## src/rtl/hpig_pkg.sv

```systemverilog
// Package for the hashed projection index generator.
// Holds hash constants, controller states and the command/status structs.
// No dependencies.
package hpig_pkg;

    localparam logic [63:0] GOLDEN   = 64'h9e3779b97f4a7c15;
    localparam logic [63:0] MIX1     = 64'hbf58476d1ce4e5b9;
    localparam logic [63:0] MIX2     = 64'h94d049bb133111eb;
    localparam logic [63:0] KEY_SALT = 64'hDEADBEEFF00DBABE;

    localparam int CFG_IW = 8;

    localparam logic [CFG_IW-1:0] REG_DIM    = 8'd0;
    localparam logic [CFG_IW-1:0] REG_SEED   = 8'd1;
    localparam logic [CFG_IW-1:0] REG_PROJ   = 8'd2;
    localparam logic [CFG_IW-1:0] REG_UNIQUE = 8'd3;

    localparam logic [1:0] SIGN_POS  = 2'b01;
    localparam logic [1:0] SIGN_NEG  = 2'b11;
    localparam logic [1:0] SIGN_ZERO = 2'b00;

    typedef enum logic [4:0] {
        OP_NONE,
        OP_LOAD_KEY,
        OP_ADD_GOLD,
        OP_XS30,
        OP_XS27,
        OP_XS31,
        OP_MUL_LL,
        OP_MUL_HL,
        OP_MUL_LH,
        OP_MUL_FIN,
        OP_SAVE_BASE,
        OP_LOAD_PROJ,
        OP_SCALE_HI,
        OP_SCALE_LO,
        OP_SCALE_FIN,
        OP_PROBE_INIT,
        OP_PROBE_READ,
        OP_PROBE_BUMP,
        OP_PROBE_NEXT,
        OP_EMIT
    } t_op;

    typedef struct packed {
        t_op  op;
        logic mix_sel;   // 0: MIX1, 1: MIX2
    } t_cmd;

    typedef struct packed {
        logic hit;
        logic probe_last;
        logic att_done;
        logic proj_last;
        logic t_zero;
        logic k_zero;
        logic d_zero;
        logic uniq_mode;
        logic out_free;
    } t_status;

    typedef enum logic [4:0] {
        S_IDLE,
        S_ADDG,
        S_XS30,
        S_M1_LL,
        S_M1_HL,
        S_M1_LH,
        S_M1_FIN,
        S_XS27,
        S_M2_LL,
        S_M2_HL,
        S_M2_LH,
        S_M2_FIN,
        S_XS31,
        S_MIXED,
        S_PLOAD,
        S_SC_HI,
        S_SC_LO,
        S_SC_FIN,
        S_PINIT,
        S_PRD,
        S_PCMP,
        S_EMIT
    } t_state;

endpackage

```

## src/rtl/hpig_ctrl.sv

```systemverilog
// Controller for the hashed projection index generator.
// Sequences the shared multiplier, scaling, probing and result beats.
// Depends on hpig_pkg.
module hpig_ctrl import hpig_pkg::*; (
    input  logic    i_clk,
    input  logic    i_rst_n,
    input  logic    i_in_valid,
    input  t_status i_status,
    output t_cmd    o_cmd,
    output logic    o_busy
);

    t_state r_state, n_state;
    logic   r_is_base, n_is_base;

    always_ff @(posedge i_clk) begin
        if (!i_rst_n) begin
            r_state   <= S_IDLE;
            r_is_base <= 1'b0;
        end else begin
            r_state   <= n_state;
            r_is_base <= n_is_base;
        end
    end

    always_comb begin
        n_state    = r_state;
        n_is_base  = r_is_base;
        o_cmd.op      = OP_NONE;
        o_cmd.mix_sel = 1'b0;
        case (r_state)
            S_IDLE: begin
                if (i_in_valid) begin
                    o_cmd.op  = OP_LOAD_KEY;
                    n_is_base = 1'b1;
                    n_state   = S_ADDG;
                end
            end
            S_ADDG:   begin o_cmd.op = OP_ADD_GOLD; n_state = S_XS30; end
            S_XS30:   begin o_cmd.op = OP_XS30;     n_state = S_M1_LL; end
            S_M1_LL:  begin o_cmd.op = OP_MUL_LL;   n_state = S_M1_HL; end
            S_M1_HL:  begin o_cmd.op = OP_MUL_HL;   n_state = S_M1_LH; end
            S_M1_LH:  begin o_cmd.op = OP_MUL_LH;   n_state = S_M1_FIN; end
            S_M1_FIN: begin o_cmd.op = OP_MUL_FIN;  n_state = S_XS27; end
            S_XS27:   begin o_cmd.op = OP_XS27;     n_state = S_M2_LL; end
            S_M2_LL: begin
                o_cmd.op = OP_MUL_LL; o_cmd.mix_sel = 1'b1; n_state = S_M2_HL;
            end
            S_M2_HL: begin
                o_cmd.op = OP_MUL_HL; o_cmd.mix_sel = 1'b1; n_state = S_M2_LH;
            end
            S_M2_LH: begin
                o_cmd.op = OP_MUL_LH; o_cmd.mix_sel = 1'b1; n_state = S_M2_FIN;
            end
            S_M2_FIN: begin
                o_cmd.op = OP_MUL_FIN; o_cmd.mix_sel = 1'b1; n_state = S_XS31;
            end
            S_XS31:   begin o_cmd.op = OP_XS31;     n_state = S_MIXED; end
            S_MIXED: begin
                if (r_is_base) begin
                    o_cmd.op = OP_SAVE_BASE;
                    if (i_status.k_zero)      n_state = S_IDLE;
                    else if (i_status.d_zero) n_state = S_EMIT;
                    else                      n_state = S_PLOAD;
                end else begin
                    n_state = S_SC_HI;
                end
            end
            S_PLOAD: begin
                o_cmd.op  = OP_LOAD_PROJ;
                n_is_base = 1'b0;
                n_state   = S_ADDG;
            end
            S_SC_HI: begin o_cmd.op = OP_SCALE_HI; n_state = S_SC_LO; end
            S_SC_LO: begin o_cmd.op = OP_SCALE_LO; n_state = S_SC_FIN; end
            S_SC_FIN: begin
                o_cmd.op = OP_SCALE_FIN;
                n_state  = (i_status.uniq_mode && !i_status.t_zero) ? S_PINIT : S_EMIT;
            end
            S_PINIT: begin o_cmd.op = OP_PROBE_INIT; n_state = S_PRD; end
            S_PRD:   begin o_cmd.op = OP_PROBE_READ; n_state = S_PCMP; end
            S_PCMP: begin
                if (i_status.att_done) begin
                    n_state = S_EMIT;
                end else if (i_status.hit) begin
                    o_cmd.op = OP_PROBE_BUMP;
                    n_state  = S_PRD;
                end else if (i_status.probe_last) begin
                    n_state = S_EMIT;
                end else begin
                    o_cmd.op = OP_PROBE_NEXT;
                    n_state  = S_PRD;
                end
            end
            S_EMIT: begin
                if (i_status.out_free) begin
                    o_cmd.op = OP_EMIT;
                    if (i_status.proj_last)   n_state = S_IDLE;
                    else if (i_status.d_zero) n_state = S_EMIT;
                    else                      n_state = S_PLOAD;
                end
            end
            default: n_state = S_IDLE;
        endcase
    end

    assign o_busy = (r_state != S_IDLE);

endmodule

```

## src/rtl/hpig_dp.sv

```systemverilog
// Datapath for the hashed projection index generator.
// Config registers, hash registers, 32x32 multiplier, chosen-index memory,
// output register. Depends on hpig_pkg.
module hpig_dp import hpig_pkg::*; #(
    parameter int MAX_PROJECTIONS = 16,
    parameter int MAX_DIM         = 65536
) (
    input  logic              i_clk,
    input  logic              i_rst_n,
    input  logic              i_cfg_valid,
    input  logic [CFG_IW-1:0] i_cfg_index,
    input  logic [63:0]       i_cfg_data,
    input  logic [63:0]       i_key,
    input  t_cmd              i_cmd,
    input  logic              i_out_stall,
    output t_status           o_status,
    output logic              o_out_valid,
    output logic [15:0]       o_index,
    output logic signed [1:0] o_sign,
    output logic              o_last
);

    localparam int DW = $clog2(MAX_DIM + 1);
    localparam int KW = $clog2(MAX_PROJECTIONS + 1);
    localparam int AW = (MAX_PROJECTIONS > 1) ? $clog2(MAX_PROJECTIONS) : 1;

    logic [16:0] r_dim;
    logic [63:0] r_seed;
    logic [4:0]  r_proj;
    logic        r_unique;

    logic [63:0] r_z, r_acc, r_prod, r_ctr;
    logic [DW-1:0] r_idx, r_att;
    logic          r_hsign;
    logic [KW-1:0] r_t, r_j;
    logic [15:0]   r_rd;

    logic [15:0] mem [MAX_PROJECTIONS];

    logic [31:0] dim32, proj32;
    logic [DW-1:0] d;
    logic [KW-1:0] k;
    logic [63:0] mix_c, mid, idx64;
    logic [31:0] mul_a, mul_b;
    logic [63:0] mul_p;
    logic [DW-1:0] idx_inc;

    assign dim32  = 32'(r_dim);
    assign proj32 = 32'(r_proj);
    assign d = DW'((dim32 > MAX_DIM) ? MAX_DIM : dim32);
    assign k = KW'((proj32 > MAX_PROJECTIONS) ? MAX_PROJECTIONS : proj32);

    assign mix_c = i_cmd.mix_sel ? MIX2 : MIX1;

    always_comb begin
        mul_a = r_z[31:0];
        mul_b = mix_c[31:0];
        case (i_cmd.op)
            OP_MUL_HL:   begin mul_a = r_z[63:32]; mul_b = mix_c[31:0];  end
            OP_MUL_LH:   begin mul_a = r_z[31:0];  mul_b = mix_c[63:32]; end
            OP_SCALE_HI: begin mul_a = r_z[63:32]; mul_b = 32'(d);       end
            OP_SCALE_LO: begin mul_a = r_z[31:0];  mul_b = 32'(d);       end
            default:     begin mul_a = r_z[31:0];  mul_b = mix_c[31:0];  end
        endcase
    end

    assign mul_p   = 64'(mul_a) * 64'(mul_b);
    assign mid     = r_acc + {32'd0, r_prod[63:32]};
    assign idx64   = 64'(r_idx);
    assign idx_inc = (r_idx + DW'(1) == d) ? '0 : r_idx + DW'(1);

    // config port
    always_ff @(posedge i_clk) begin
        if (!i_rst_n) begin
            r_dim    <= 17'd1024;
            r_seed   <= '0;
            r_proj   <= 5'd1;
            r_unique <= 1'b0;
        end else if (i_cfg_valid) begin
            case (i_cfg_index)
                REG_DIM:    r_dim    <= i_cfg_data[16:0];
                REG_SEED:   r_seed   <= i_cfg_data;
                REG_PROJ:   r_proj   <= i_cfg_data[4:0];
                REG_UNIQUE: r_unique <= i_cfg_data[0];
                default: ;
            endcase
        end
    end

    // hash, scale and probe registers
    always_ff @(posedge i_clk) begin
        if (!i_rst_n) begin
            r_ctr <= '0;
            r_t   <= '0;
        end else begin
            r_prod <= mul_p;
            case (i_cmd.op)
                OP_LOAD_KEY:  r_z <= i_key ^ KEY_SALT ^ (r_seed + GOLDEN);
                OP_ADD_GOLD:  r_z <= r_z + GOLDEN;
                OP_XS30:      r_z <= r_z ^ (r_z >> 30);
                OP_XS27:      r_z <= r_z ^ (r_z >> 27);
                OP_XS31:      r_z <= r_z ^ (r_z >> 31);
                OP_MUL_HL:    r_acc <= r_prod;
                OP_MUL_LH:    r_acc <= r_acc + {r_prod[31:0], 32'd0};
                OP_MUL_FIN:   r_z <= r_acc + {r_prod[31:0], 32'd0};
                OP_SAVE_BASE: begin
                    r_ctr <= r_z;
                    r_t   <= '0;
                end
                OP_LOAD_PROJ: r_z <= r_ctr;
                OP_SCALE_LO:  r_acc <= r_prod;
                OP_SCALE_FIN: begin
                    r_idx   <= mid[32+DW-1:32];
                    r_hsign <= r_z[0];
                end
                OP_PROBE_INIT: begin
                    r_j   <= '0;
                    r_att <= '0;
                end
                OP_PROBE_READ: r_rd <= mem[r_j[AW-1:0]];
                OP_PROBE_BUMP: begin
                    r_idx <= idx_inc;
                    r_att <= r_att + DW'(1);
                    r_j   <= '0;
                end
                OP_PROBE_NEXT: r_j <= r_j + KW'(1);
                OP_EMIT: begin
                    r_t   <= r_t + KW'(1);
                    r_ctr <= r_ctr + GOLDEN;
                end
                default: ;
            endcase
        end
    end

    always_ff @(posedge i_clk) begin
        if (i_cmd.op == OP_EMIT) begin
            mem[r_t[AW-1:0]] <= (d == '0) ? 16'd0 : idx64[15:0];
        end
    end

    // output register
    always_ff @(posedge i_clk) begin
        if (!i_rst_n) begin
            o_out_valid <= 1'b0;
        end else if (i_cmd.op == OP_EMIT) begin
            o_out_valid <= 1'b1;
            o_index     <= (d == '0) ? 16'd0 : idx64[15:0];
            o_sign      <= (d == '0) ? SIGN_ZERO : (r_hsign ? SIGN_POS : SIGN_NEG);
            o_last      <= (r_t + KW'(1) == k);
        end else if (!i_out_stall) begin
            o_out_valid <= 1'b0;
        end
    end

    assign o_status.hit        = (64'(r_rd) == idx64);
    assign o_status.probe_last = (r_j + KW'(1) == r_t);
    assign o_status.att_done   = (r_att == d);
    assign o_status.proj_last  = (r_t + KW'(1) == k);
    assign o_status.t_zero     = (r_t == '0);
    assign o_status.k_zero     = (k == '0);
    assign o_status.d_zero     = (d == '0);
    assign o_status.uniq_mode  = r_unique;
    assign o_status.out_free   = !o_out_valid || !i_out_stall;

    a_sign_zero_iff_dim_zero: assert property (@(posedge i_clk) disable iff (!i_rst_n)
        o_out_valid |-> ((o_sign == SIGN_ZERO) == (d == '0)))
        else $error("sign zero does not match zero dim");

    a_index_below_dim: assert property (@(posedge i_clk) disable iff (!i_rst_n)
        (o_out_valid && d != '0) |-> (32'(o_index) < 32'(d)))
        else $error("index out of range");

    a_count_bounded: assert property (@(posedge i_clk) disable iff (!i_rst_n)
        (i_cmd.op == OP_EMIT) |-> (r_t < k))
        else $error("projection count past limit");

    a_emit_needs_free_slot: assert property (@(posedge i_clk) disable iff (!i_rst_n)
        (i_cmd.op == OP_EMIT) |-> o_status.out_free)
        else $error("result written over a waiting beat");

endmodule

```

## src/rtl/hashed_projection_index_generator.sv

```systemverilog
// Top level of the hashed projection index generator.
// Joins hpig_ctrl and hpig_dp; depends on hpig_pkg.
//
// Usage: one 64-bit key beat in (i_in_valid / o_in_stall) yields a run of
// index/sign beats out (o_out_valid / i_out_stall), o_last on the final one.
// Register writes (i_cfg_valid / o_cfg_ready, index 0 dim, 1 seed,
// 2 projections, 3 unique_mode) go in while no key is in flight; o_cfg_ready
// is low while a key is worked or a result beat waits.
// Sequence: the base hash is worked first; each result then runs its own hash and
// scaling plus, in unique mode, a compare against each earlier index of
// the key (a collision restarts the scan one index further). All of it runs
// through one shared 32x32 multiplier, three products per 64-bit multiply.
// With dim zero the results follow the base hash with no hash of their own.
// One key is worked at a time; o_in_stall is high until the last beat of
// the run is loaded into the output register, which holds while
// i_out_stall is high and the sequence waits on it.
// Reset: dim 1024, seed 0, projections 1, unique_mode 0, nothing in flight.
module hashed_projection_index_generator import hpig_pkg::*; #(
    parameter int MAX_PROJECTIONS = 16,
    parameter int MAX_DIM         = 65536
) (
    input  logic              i_clk,
    input  logic              i_rst_n,
    input  logic              i_in_valid,
    output logic              o_in_stall,
    input  logic [63:0]       i_key,
    output logic              o_out_valid,
    input  logic              i_out_stall,
    output logic [15:0]       o_index,
    output logic signed [1:0] o_sign,
    output logic              o_last,
    input  logic              i_cfg_valid,
    output logic              o_cfg_ready,
    input  logic [CFG_IW-1:0] i_cfg_index,
    input  logic [63:0]       i_cfg_data
);

    t_cmd    cmd;
    t_status status;
    logic    busy;

    hpig_ctrl u_ctrl (
        .i_clk      (i_clk),
        .i_rst_n    (i_rst_n),
        .i_in_valid (i_in_valid),
        .i_status   (status),
        .o_cmd      (cmd),
        .o_busy     (busy)
    );

    hpig_dp #(
        .MAX_PROJECTIONS (MAX_PROJECTIONS),
        .MAX_DIM         (MAX_DIM)
    ) u_dp (
        .i_clk       (i_clk),
        .i_rst_n     (i_rst_n),
        .i_cfg_valid (i_cfg_valid && o_cfg_ready),
        .i_cfg_index (i_cfg_index),
        .i_cfg_data  (i_cfg_data),
        .i_key       (i_key),
        .i_cmd       (cmd),
        .i_out_stall (i_out_stall),
        .o_status    (status),
        .o_out_valid (o_out_valid),
        .o_index     (o_index),
        .o_sign      (o_sign),
        .o_last      (o_last)
    );

    assign o_in_stall  = busy;
    assign o_cfg_ready = !busy && !o_out_valid;

endmodule

```

## config.mk

```make
export PLATFORM = sky130hd
export DESIGN_NAME = hashed_projection_index_generator
export DESIGN_NICKNAME = d
export VERILOG_FILES = /design/src/rtl/hpig_pkg.sv /design/src/rtl/hpig_ctrl.sv /design/src/rtl/hpig_dp.sv /design/src/rtl/hashed_projection_index_generator.sv
export SDC_FILE = /design/constraint.sdc
export NUM_CORES = 2
export LEC_CHECK = 0
export ABC_AREA = 1
export BUFFER_PORTS_ARGS = -buffer_cell sky130_fd_sc_hd__buf_2
export CAP_MARGIN = 10
export CORE_ASPECT_RATIO = 0.75
export CORE_MARGIN = 3
export CORE_UTILIZATION = 55
export CTS_CLUSTER_DIAMETER = 30
export DETAILED_ROUTE_END_ITERATION = 10
export PLACE_DENSITY = 0.75
export SETUP_SLACK_MARGIN = 0.1
export SKIP_LAST_GASP = 1
export SYNTH_ARGS = -nofsm -noshare
export SYNTH_HDL_FRONTEND = slang
export SYNTH_SLANG_ARGS = --single-unit
```

## constraint.sdc

```tcl
create_clock -name i_clk -period 10.3 [get_ports i_clk]
set_input_delay 3.09 -clock i_clk [delete_from_list [all_inputs] [get_ports i_clk]]
set_output_delay 3.09 -clock i_clk [all_outputs]
set_load 0.05 [all_outputs]
```

## Yosys cells after proc, flatten, opt, wreduce, memory -nomap -nowiden

Memory sizes are Yosys's and may differ from the RTL's. A register that Yosys moved wholly into a read port is not among the register bits.
Index checks and enable logic that the tools add are counted.

| storage, ports and cells | value |
|---|---|
| bits in registers | 414 |
| output and inout bits | 22 |
| latch bits | 0 |
| bits in writable memories | 256 |
| word-level logic and storage cells | 171 |
| memories | 1 |
| bits in read-only memories | 0 |
| input bits | 141 |

Memories:

| name | depth | bits a word | rd ports | clocked after Yosys merged registers in | wr ports | line | source |
|---|---|---|---|---|---|---|---|
| u_dp.mem | 16 | 16 | 1 | 1 | 1 | hpig_dp.sv:38 | `logic [15:0] mem [MAX_PROJECTIONS];` |

| cells by class | value |
|---|---|
| magnitude comparators | 2 |
| multiply operators | 1 |
| bitwise gates (word level) | 5 |
| equal/unequal tests | 50 |
| shifts and indexed selects | 0 |
| add/subtract/negate cells | 9 |
| div/mod/pow operators | 0 |
| muxes and demuxes | 40 |
| reductions and logical operators | 44 |

Operator list:

| kind | number |
|---|---|
| $pmux W64 S7 | 1 |
| $pmux W64 S2 | 2 |
| $add A64 B64 Y64 const B | 3 |
| $pmux W5 S22 | 1 |
| $pmux W5 S18 | 1 |
| $eq A5 B4 Y1 const B | 16 |
| $pmux W17 S2 | 2 |
| $mux W5 | 13 |
| $add A64 B64 Y64 | 1 |
| $mul A32 B32 Y64 | 1 |
| $pmux W32 S2 | 1 |
| $xor A64 B33 Y64 | 1 |
| $xor A64 B34 Y64 | 1 |
| $xor A64 B37 Y64 | 1 |
| $xor A64 B64 Y64 | 1 |
| $mux W62 | 1 |
| $eq A5 B5 Y1 const B | 10 |
| $add A49 B32 Y49 | 1 |
| $not A42 Y42 | 1 |
| $eq A5 B3 Y1 const B | 7 |
| $add A17 B1 Y17 const B | 2 |
| $eq A17 B17 Y1 | 2 |
| $mux W17 | 2 |
| $mux W32 | 1 |
| other kinds (30) | 78 |

## Logic depth before layout (Yosys ltp)

| depth | value |
|---|---|
| word-level depth | 10 |
| depth in mapped cells | 43 |
| depth with buffers taken out | 42 |

## By module

Synthesis repeated with hierarchy kept, for this count alone.

| second synthesis, totals | value |
|---|---|
| cell total of the unflattened synthesis | 10,063 |
| area total of the unflattened synthesis | 76,489.6 µm² |

By module, submodules not included:

| module | cells an instance | times used | area an instance (µm²) | sequential area each (µm²) |
|---|---|---|---|---|
| hpig_dp | 9,900 | 1 | 75,680.1 | 18,848.1 |
| hpig_ctrl | 157 | 1 | 782.0 | 120.1 |
| hashed_projection_index_generator | 6 | 1 | 27.5 | 0.0 |

## Worst setup path before layout

OpenSTA, ideal clock, no wires.

| path | value |
|---|---|
| path type | flip-flop to flip-flop |
| from | register u_ctrl.r_state[2] |
| to | register u_dp.r_prod[56] (data pin) |
| cell stages (with the launch flop) | 38 |
| path slack | 2.594 ns |
| setup time | 0.259 ns |
| buffers on the path | 2 |
| required time | 10.041 ns |
| period minus slack after synthesis | 7.706 ns |
| arrival time | 7.447 ns |
| cells stage by stage | dfxtp_1 -> nor2_1 -> inv_2 -> nor2_4 -> inv_2 -> nor2_4 -> inv_2 -> nand2_4 -> buf_2 -> nand2_1 -> inv_1 -> clkbuf_1 -> nor2_1 -> fa_1 -> inv_1 -> fa_1 -> inv_1 -> fa_1 -> [... 2 more ...] -> inv_1 -> fa_1 -> fa_1 -> fa_1 -> inv_1 -> fa_1 -> inv_1 -> ha_1 -> nand2_1 -> nor2_1 -> inv_1 -> nor4_1 -> nand3_1 -> nand3_1 -> nand2_1 -> nand2_1 -> a21oi_1 -> xnor2_1 |

| on the way | value |
|---|---|
| longest elaborated chain between the ends | 7 |
| elaborated cells between the ends (all ways) | 39 |
| classes of those cells | mul (1); eq/ne (25); mux (5); reduce/logical (8) |

RTL lines:

| item | line | source |
|---|---|---|
| start: declaration | hpig_ctrl.sv:13 | `t_state r_state, n_state;` |
| start signal: assignment | hpig_ctrl.sv:21 | `r_state <= n_state;` |
| $eq A5 B3 Y1, or another cell as far along | hpig_ctrl.sv:31 | `case (r_state)` |
| $reduce_or A2 Y1 (no line) | -- |  |
| $pmux W5 S18 | hpig_ctrl.sv:31 |  |
| $eq A5 B4 Y1 / $eq A5 B3 Y1 (equally long branches) | hpig_dp.sv:58 | `case (i_cmd.op)` |
| $reduce_or A2 Y1 (no line) | -- |  |
| $pmux W32 S2 / $mux W32 (equally long branches) | hpig_dp.sv:58 |  |
| $mul A32 B32 Y64 (*) | hpig_dp.sv:67 | `assign mul_p = 64'(mul_a) * 64'(mul_b);` |
| via u_dp.mul_p[56] | hpig_dp.sv:45 | `logic [63:0] mul_p;` |
| end signal: assignment | hpig_dp.sv:96 | `r_prod <= mul_p;` |
| end: declaration | hpig_dp.sv:32 | `logic [63:0] r_z, r_acc, r_prod, r_ctr;` |

The timed path passes the listed nets; every way through them passes the cells marked *.
A chain may end at the register's enable or synchronous reset.

## Worst setup path after layout

| path | value |
|---|---|
| from | register u_dp.r_dim[14] |
| to | register u_dp.r_prod[59] (data pin) |

| on the way | value |
|---|---|
| longest elaborated chain between the ends | 9 |
| elaborated cells between the ends (all ways) | 14 |
| classes of those cells | mul (1); order compare (1); eq/ne (5); mux (5); reduce/logical (2) |

RTL lines:

| item | line | source |
|---|---|---|
| start: declaration | hpig_dp.sv:27 | `logic [16:0] r_dim;` |
| start signal: assignment | hpig_dp.sv:81 | `REG_DIM: r_dim <= i_cfg_data[16:0];` |
| $gt A17 B17 Y1 | hpig_dp.sv:50 | `assign d = DW'((dim32 > MAX_DIM) ? MAX_DIM : dim32);` |
| $mux W17 (*) | hpig_dp.sv:50 |  |
| $eq A17 B17 Y1 | hpig_dp.sv:158 | `assign o_status.att_done = (r_att == d);` |
| $mux W5 | hpig_ctrl.sv:83 | `if (i_status.att_done) begin` |
| $pmux W5 S18 | hpig_ctrl.sv:31 |  |
| $eq A5 B4 Y1 / $eq A5 B3 Y1 (equally long branches) | hpig_dp.sv:58 |  |
| $reduce_or A2 Y1 (no line) | -- |  |
| $pmux W32 S2 / $mux W32 (equally long branches) | hpig_dp.sv:58 |  |
| $mul A32 B32 Y64 (*) | hpig_dp.sv:67 |  |
| via u_dp.mul_p[59] | hpig_dp.sv:45 |  |

Marked as above.

==> impl_results.html <==
<table>
<tr><th>Metric</th><th>Value</th></tr>
<tr><th colspan="2">Setup path</th></tr>
<tr><td>Cell with the most instances on the worst path</td><td>sky130_fd_sc_hd__fa_1</td></tr>
<tr><td>Crit path largest cell delay</td><td>590 ps</td></tr>
<tr><td>Data required time at the worst endpoint</td><td>10770 ps</td></tr>
<tr><td>Category of the most critical setup path</td><td>reg2reg</td></tr>
<tr><td>Kind of start point of the critical path</td><td>flip-flop</td></tr>
<tr><td>Slowest cell on crit path</td><td>sky130_fd_sc_hd__fa_1</td></tr>
<tr><td>Data arrival at the endpoint of the critical path</td><td>10480 ps</td></tr>
<tr><td>Max Fanout on Critical Path</td><td>37</td></tr>
<tr><td>Sort of element at the end of the critical path</td><td>flip-flop</td></tr>
<tr><td>Logic depth of the worst register-to-register path</td><td>31</td></tr>
<tr><td>Worst-case register-to-register setup slack</td><td>290 ps</td></tr>
<tr><th colspan="2">Timing</th></tr>
<tr><td>Clock Skew</td><td>89.8 ps</td></tr>
<tr><td>Measured slew at the worst slew-check pin</td><td>1350 ps</td></tr>
<tr><td>Final setup viols</td><td>0</td></tr>
<tr><td>Period utilisation layout</td><td>0.971</td></tr>
<tr><td>Number of max-slew violations in the final report</td><td>0</td></tr>
<tr><td>Final Hold Vio Count</td><td>0</td></tr>
<tr><td>Unrepaired setup endpoints after global routing</td><td>no</td></tr>
<tr><td>Max Clock Freq</td><td>99.9 MHz</td></tr>
<tr><td>Normalized max-slew margin</td><td>0.0935</td></tr>
<tr><td>Worst hold margin</td><td>482 ps</td></tr>
<tr><td>Final min period</td><td>10010 ps</td></tr>
<tr><td>Setup tns final</td><td>0 ps</td></tr>
<tr><th colspan="2">Finish</th></tr>
<tr><td>Layout cells sized above 1</td><td>0.0875</td></tr>
<tr><td>Flip-flop and latch area</td><td>19000 um2</td></tr>
<tr><td>Post-layout instance area</td><td>82800 um2</td></tr>
<tr><td>Post-synthesis to final-layout area growth</td><td>11.0%</td></tr>
<tr><td>Net count, final</td><td>10700</td></tr>
<tr><td>Multi-input gate area in the final layout</td><td>47800 um2</td></tr>
<tr><td>Number of inserted filler cells in the final layout</td><td>11600</td></tr>
<tr><td>Count of placed standard cells in the final layout, fillers left out</td><td>11200</td></tr>
<tr><th colspan="2">Clocking</th></tr>
<tr><td>Insertion delay to the later sink of the worst-skew pair</td><td>810 ps</td></tr>
<tr><td>Number of levels the H-tree was split into</td><td>4</td></tr>
<tr><td>Clock Sinks</td><td>686</td></tr>
<tr><td>Clock root buffer</td><td>sky130_fd_sc_hd__clkbuf_16</td></tr>
<tr><td>Clock-pin slew reported for the worst setup and hold paths after clock tree synthesis</td><td>60 ps</td></tr>
<tr><td>Max clock buf depth</td><td>3</td></tr>
<tr><td>Number of buffers added by the clock tree synthesis step</td><td>146</td></tr>
<tr><td>TritonCTS clock tree</td><td>yes</td></tr>
<tr><th colspan="2">Detailed routing</th></tr>
<tr><td>Number of vias per cell</td><td>6.25</td></tr>
<tr><td>Final wirelength</td><td>321 mm</td></tr>
<tr><td>Routed wire per std cell</td><td>28.5 um</td></tr>
<tr><td>Count of TritonRoute iterations in the first routing pass</td><td>6</td></tr>
<tr><td>Via count</td><td>70400</td></tr>
<tr><td>Residual DRC count</td><td>0</td></tr>
<tr><td>DRC marker count from the first detailed-route iteration</td><td>11600</td></tr>
<tr><td>DRT antenna net count</td><td>0</td></tr>
<tr><th colspan="2">Synth</th></tr>
<tr><td>Average cell area after synthesis</td><td>8.09 um2</td></tr>
<tr><td>Synth Flop Type</td><td>sky130_fd_sc_hd__edfxtp_1</td></tr>
<tr><td>Simple-gate share of the synthesized area</td><td>0.202</td></tr>
<tr><td>Synthesized instance count</td><td>9224</td></tr>
<tr><td>Compound-gate portion of the synthesized area</td><td>0.103</td></tr>
<tr><td>Portion of synthesized cell area occupied by the leading cell type</td><td>0.224</td></tr>
<tr><td>Arithmetic-cell share of the synthesized area counting full adders, half adders and majority gates</td><td>0.290</td></tr>
<tr><td>Post-Synthesis Cell Area</td><td>74600 um2</td></tr>
<tr><td>Cell accounting for the most synthesized area</td><td>sky130_fd_sc_hd__fa_1</td></tr>
<tr><td>Biggest area contributors in the synthesized netlist</td><td>sky130_fd_sc_hd__fa_1 22%, sky130_fd_sc_hd__edfxtp_1 21%, sky130_fd_sc_hd__inv_1 8.2%</td></tr>
<tr><td>Count of cell types in the netlist</td><td>72</td></tr>
<tr><td>Fraction of synthesis flops using an asynchronous set or reset pin</td><td>0</td></tr>
<tr><td>Leading cell type by number of instances after synthesis</td><td>sky130_fd_sc_hd__inv_1</td></tr>
<tr><td>Yosys warning count</td><td>0</td></tr>
<tr><td>Combinational family with the most area after synthesis</td><td>adder cells</td></tr>
<tr><td>Post-synthesis register bit count</td><td>686</td></tr>
<tr><td>Most numerous cell types in the synthesized netlist</td><td>1629 x sky130_fd_sc_hd__inv_1, 1580 x sky130_fd_sc_hd__nand2_1, 1348 x sky130_fd_sc_hd__nor2_1, 834 x sky130_fd_sc_hd__fa_1, 523 x sky130_fd_sc_hd__edfxtp_1</td></tr>
<tr><td>Number of synthesized flops with an enable pin</td><td>523</td></tr>
<tr><td>Area share of xor/xnor cells in the synthesized design</td><td>0.0433</td></tr>
<tr><td>Syn nets</td><td>10600</td></tr>
<tr><td>Register area share after synthesis</td><td>0.254</td></tr>
<tr><td>Multiplexer area fraction after synthesis</td><td>0</td></tr>
<tr><th colspan="2">Die</th></tr>
<tr><td>Height of the chip</td><td>325 um</td></tr>
<tr><td>Placeable Area</td><td>134000 um2</td></tr>
<tr><td>Die area</td><td>140000 um2</td></tr>
<tr><td>Horizontal die dimension</td><td>431 um</td></tr>
<tr><td>Number of rows created at floorplan</td><td>116</td></tr>
<tr><td>Top-level I/O count</td><td>163</td></tr>
<tr><td>Initial cell density of the core</td><td>0.557</td></tr>
<tr><th colspan="2">Global route</th></tr>
<tr><td>Met1 Usage GRT</td><td>0.657</td></tr>
<tr><td>Global-route usage over all layers</td><td>0.452</td></tr>
<tr><td>Pin count of the biggest net entering global routing</td><td>81</td></tr>
<tr><td>Met3 demand-to-capacity share in global routing</td><td>0.190</td></tr>
<tr><td>Busiest metal layer after global routing</td><td>met1</td></tr>
<tr><td>Met2 Usage GRT</td><td>0.602</td></tr>
<tr><td>Wire length of the first global-routing pass</td><td>461 mm</td></tr>
<tr><td>Antenna violations before repair</td><td>26</td></tr>
<tr><td>Overflow left after global routing</td><td>0</td></tr>
<tr><td>Via count of the first global-routing pass</td><td>68000</td></tr>
<tr><th colspan="2">Run status</th></tr>
<tr><td>Outcome</td><td>completed</td></tr>
<tr><th colspan="2">Placed design</th></tr>
<tr><td>Placed cell count</td><td>11000</td></tr>
<tr><td>Number of buffer cells added on primary ports</td><td>162</td></tr>
<tr><td>Routability Congestion</td><td>1.10</td></tr>
<tr><td>Total placed instance area</td><td>77500 um2</td></tr>
<tr><td>Detail Placement HPWL</td><td>259 mm</td></tr>
<tr><th colspan="2">Worst hold path</th></tr>
<tr><td>Hold Path Stages</td><td>2</td></tr>
<tr><td>Type of the most critical hold path</td><td>reg2reg</td></tr>
<tr><th colspan="2">Job</th></tr>
<tr><td>Total of max-cap violations</td><td>0</td></tr>
</table>
## final timing paths
kind	endpoint	startpoint
max	u_dp.r_prod[59]	u_dp.r_dim[14]
min	u_dp.r_ctr[63]	u_dp.r_ctr[63]
max reg2reg	u_dp.r_prod[59]	u_dp.r_dim[14]
min reg2reg	u_dp.r_ctr[63]	u_dp.r_ctr[63]
## critical path: cells and delay by family, from the launching register on
kind | cells | cell delay (ps)
AO/OA/AOI/OAI | 5 | 1750
flip-flops | 1 | 310
AND/OR/NAND/NOR | 9 | 1880
buffers and inverters | 7 | 1090
adder cells (fa/ha/maj) | 9 | 4390
XOR/XNOR | 1 | 230
## kinds of logic after synthesis
kind of cell,after synthesis
buffers and inverters,2053
adder cells (fa/ha/maj),1227
AO/OA/AOI/OAI,1241
flip-flops,686
XOR/XNOR,368
AND/OR/NAND/NOR,3649
## registers in the layout, summed over array words and instances, names as in the netlist, 16 cells and up
signal        flops
u_dp.r_idx       17
u_dp.r_ctr       64
u_dp.r_acc       64
u_dp.o_index     16
u_dp.r_z         64
u_dp.r_att       17
u_dp.r_prod      64
u_dp.mem        256
u_dp.r_dim       17
u_dp.r_rd        16
u_dp.r_seed      64
## cells in the final DEF, fill, tap and decap left out, types with 13 or more instances in the layout
master                      count
sky130_fd_sc_hd__a221oi_1      45
sky130_fd_sc_hd__nand3b_1      28
sky130_fd_sc_hd__o21bai_1      26
sky130_fd_sc_hd__clkbuf_16    151
sky130_fd_sc_hd__nand2_1     1579
sky130_fd_sc_hd__nand4_1      104
sky130_fd_sc_hd__nor2_2        23
sky130_fd_sc_hd__nand3_1      389
sky130_fd_sc_hd__clkbuf_1      19
sky130_fd_sc_hd__o21ai_0      391
sky130_fd_sc_hd__xor2_1       209
sky130_fd_sc_hd__o221ai_1      35
sky130_fd_sc_hd__clkinv_2      16
sky130_fd_sc_hd__a31oi_1       55
sky130_fd_sc_hd__clkinv_4      13
sky130_fd_sc_hd__ha_1         393
sky130_fd_sc_hd__buf_4        197
sky130_fd_sc_hd__inv_6         15
sky130_fd_sc_hd__nor2_1      1335
sky130_fd_sc_hd__nor3_1        86
sky130_fd_sc_hd__o2111ai_1     35
sky130_fd_sc_hd__edfxtp_1     523
sky130_fd_sc_hd__o21ai_1       26
sky130_fd_sc_hd__a211oi_1      17
sky130_fd_sc_hd__buf_2        161
sky130_fd_sc_hd__o211ai_1      21
sky130_fd_sc_hd__nor4_1        28
sky130_fd_sc_hd__dfxtp_1      163
sky130_fd_sc_hd__a21o_1        29
sky130_fd_sc_hd__o22ai_1       75
sky130_fd_sc_hd__a21boi_0      14
sky130_fd_sc_hd__a21oi_1      340
sky130_fd_sc_hd__o21ai_2       28
sky130_fd_sc_hd__or2_2         27
sky130_fd_sc_hd__fa_1         834
sky130_fd_sc_hd__a211oi_2      56
sky130_fd_sc_hd__inv_1       1623
sky130_fd_sc_hd__inv_2         42
sky130_fd_sc_hd__xnor2_1      158
## repair_timing
item / in CTS / in global routing
resized for setup: 0 / 8
hold endpoints to repair: 0 / 0
hold buffers: 0 / 0
endpoints found under the setup margin: 0 / 35
buffers inserted: 0 / 2
## per-stage QoR
| stage | util | setup WS, ps |
|---|---|---|
| finish | 0.618 | 294 |
| global route | 0.618 | 102 |
| CTS | 0.617 | 113 |
| detailed placement | 0.579 | 169 |
| global placement | 0.579 | 190 |
| floorplan | - | 2590 |
## metal layers
layer  routed length, um  vias to the layer above
li1                    -                    29700
met1              128000                    34200
met2              125000                     5608
met3               55100                      842
met4               12800                       22
met5                 158                        -
## final cells by class
| class | count | area share |
|---|---|---|
| antenna | 3 | 0.0000907 |
| clock buffer | 172 | 0.0468 |
| clock inverter | 96 | 0.0155 |
| inverter | 1675 | 0.0761 |
| multi-input combinational | 6485 | 0.577 |
| sequential | 686 | 0.229 |
| tap | 1770 | 0.0268 |
| timing repair buffer | 362 | 0.0284 |
Power is left out: the tool's default activity adds up to more than one toggle a clock period on the data nets, which glitch-free logic cannot reach.
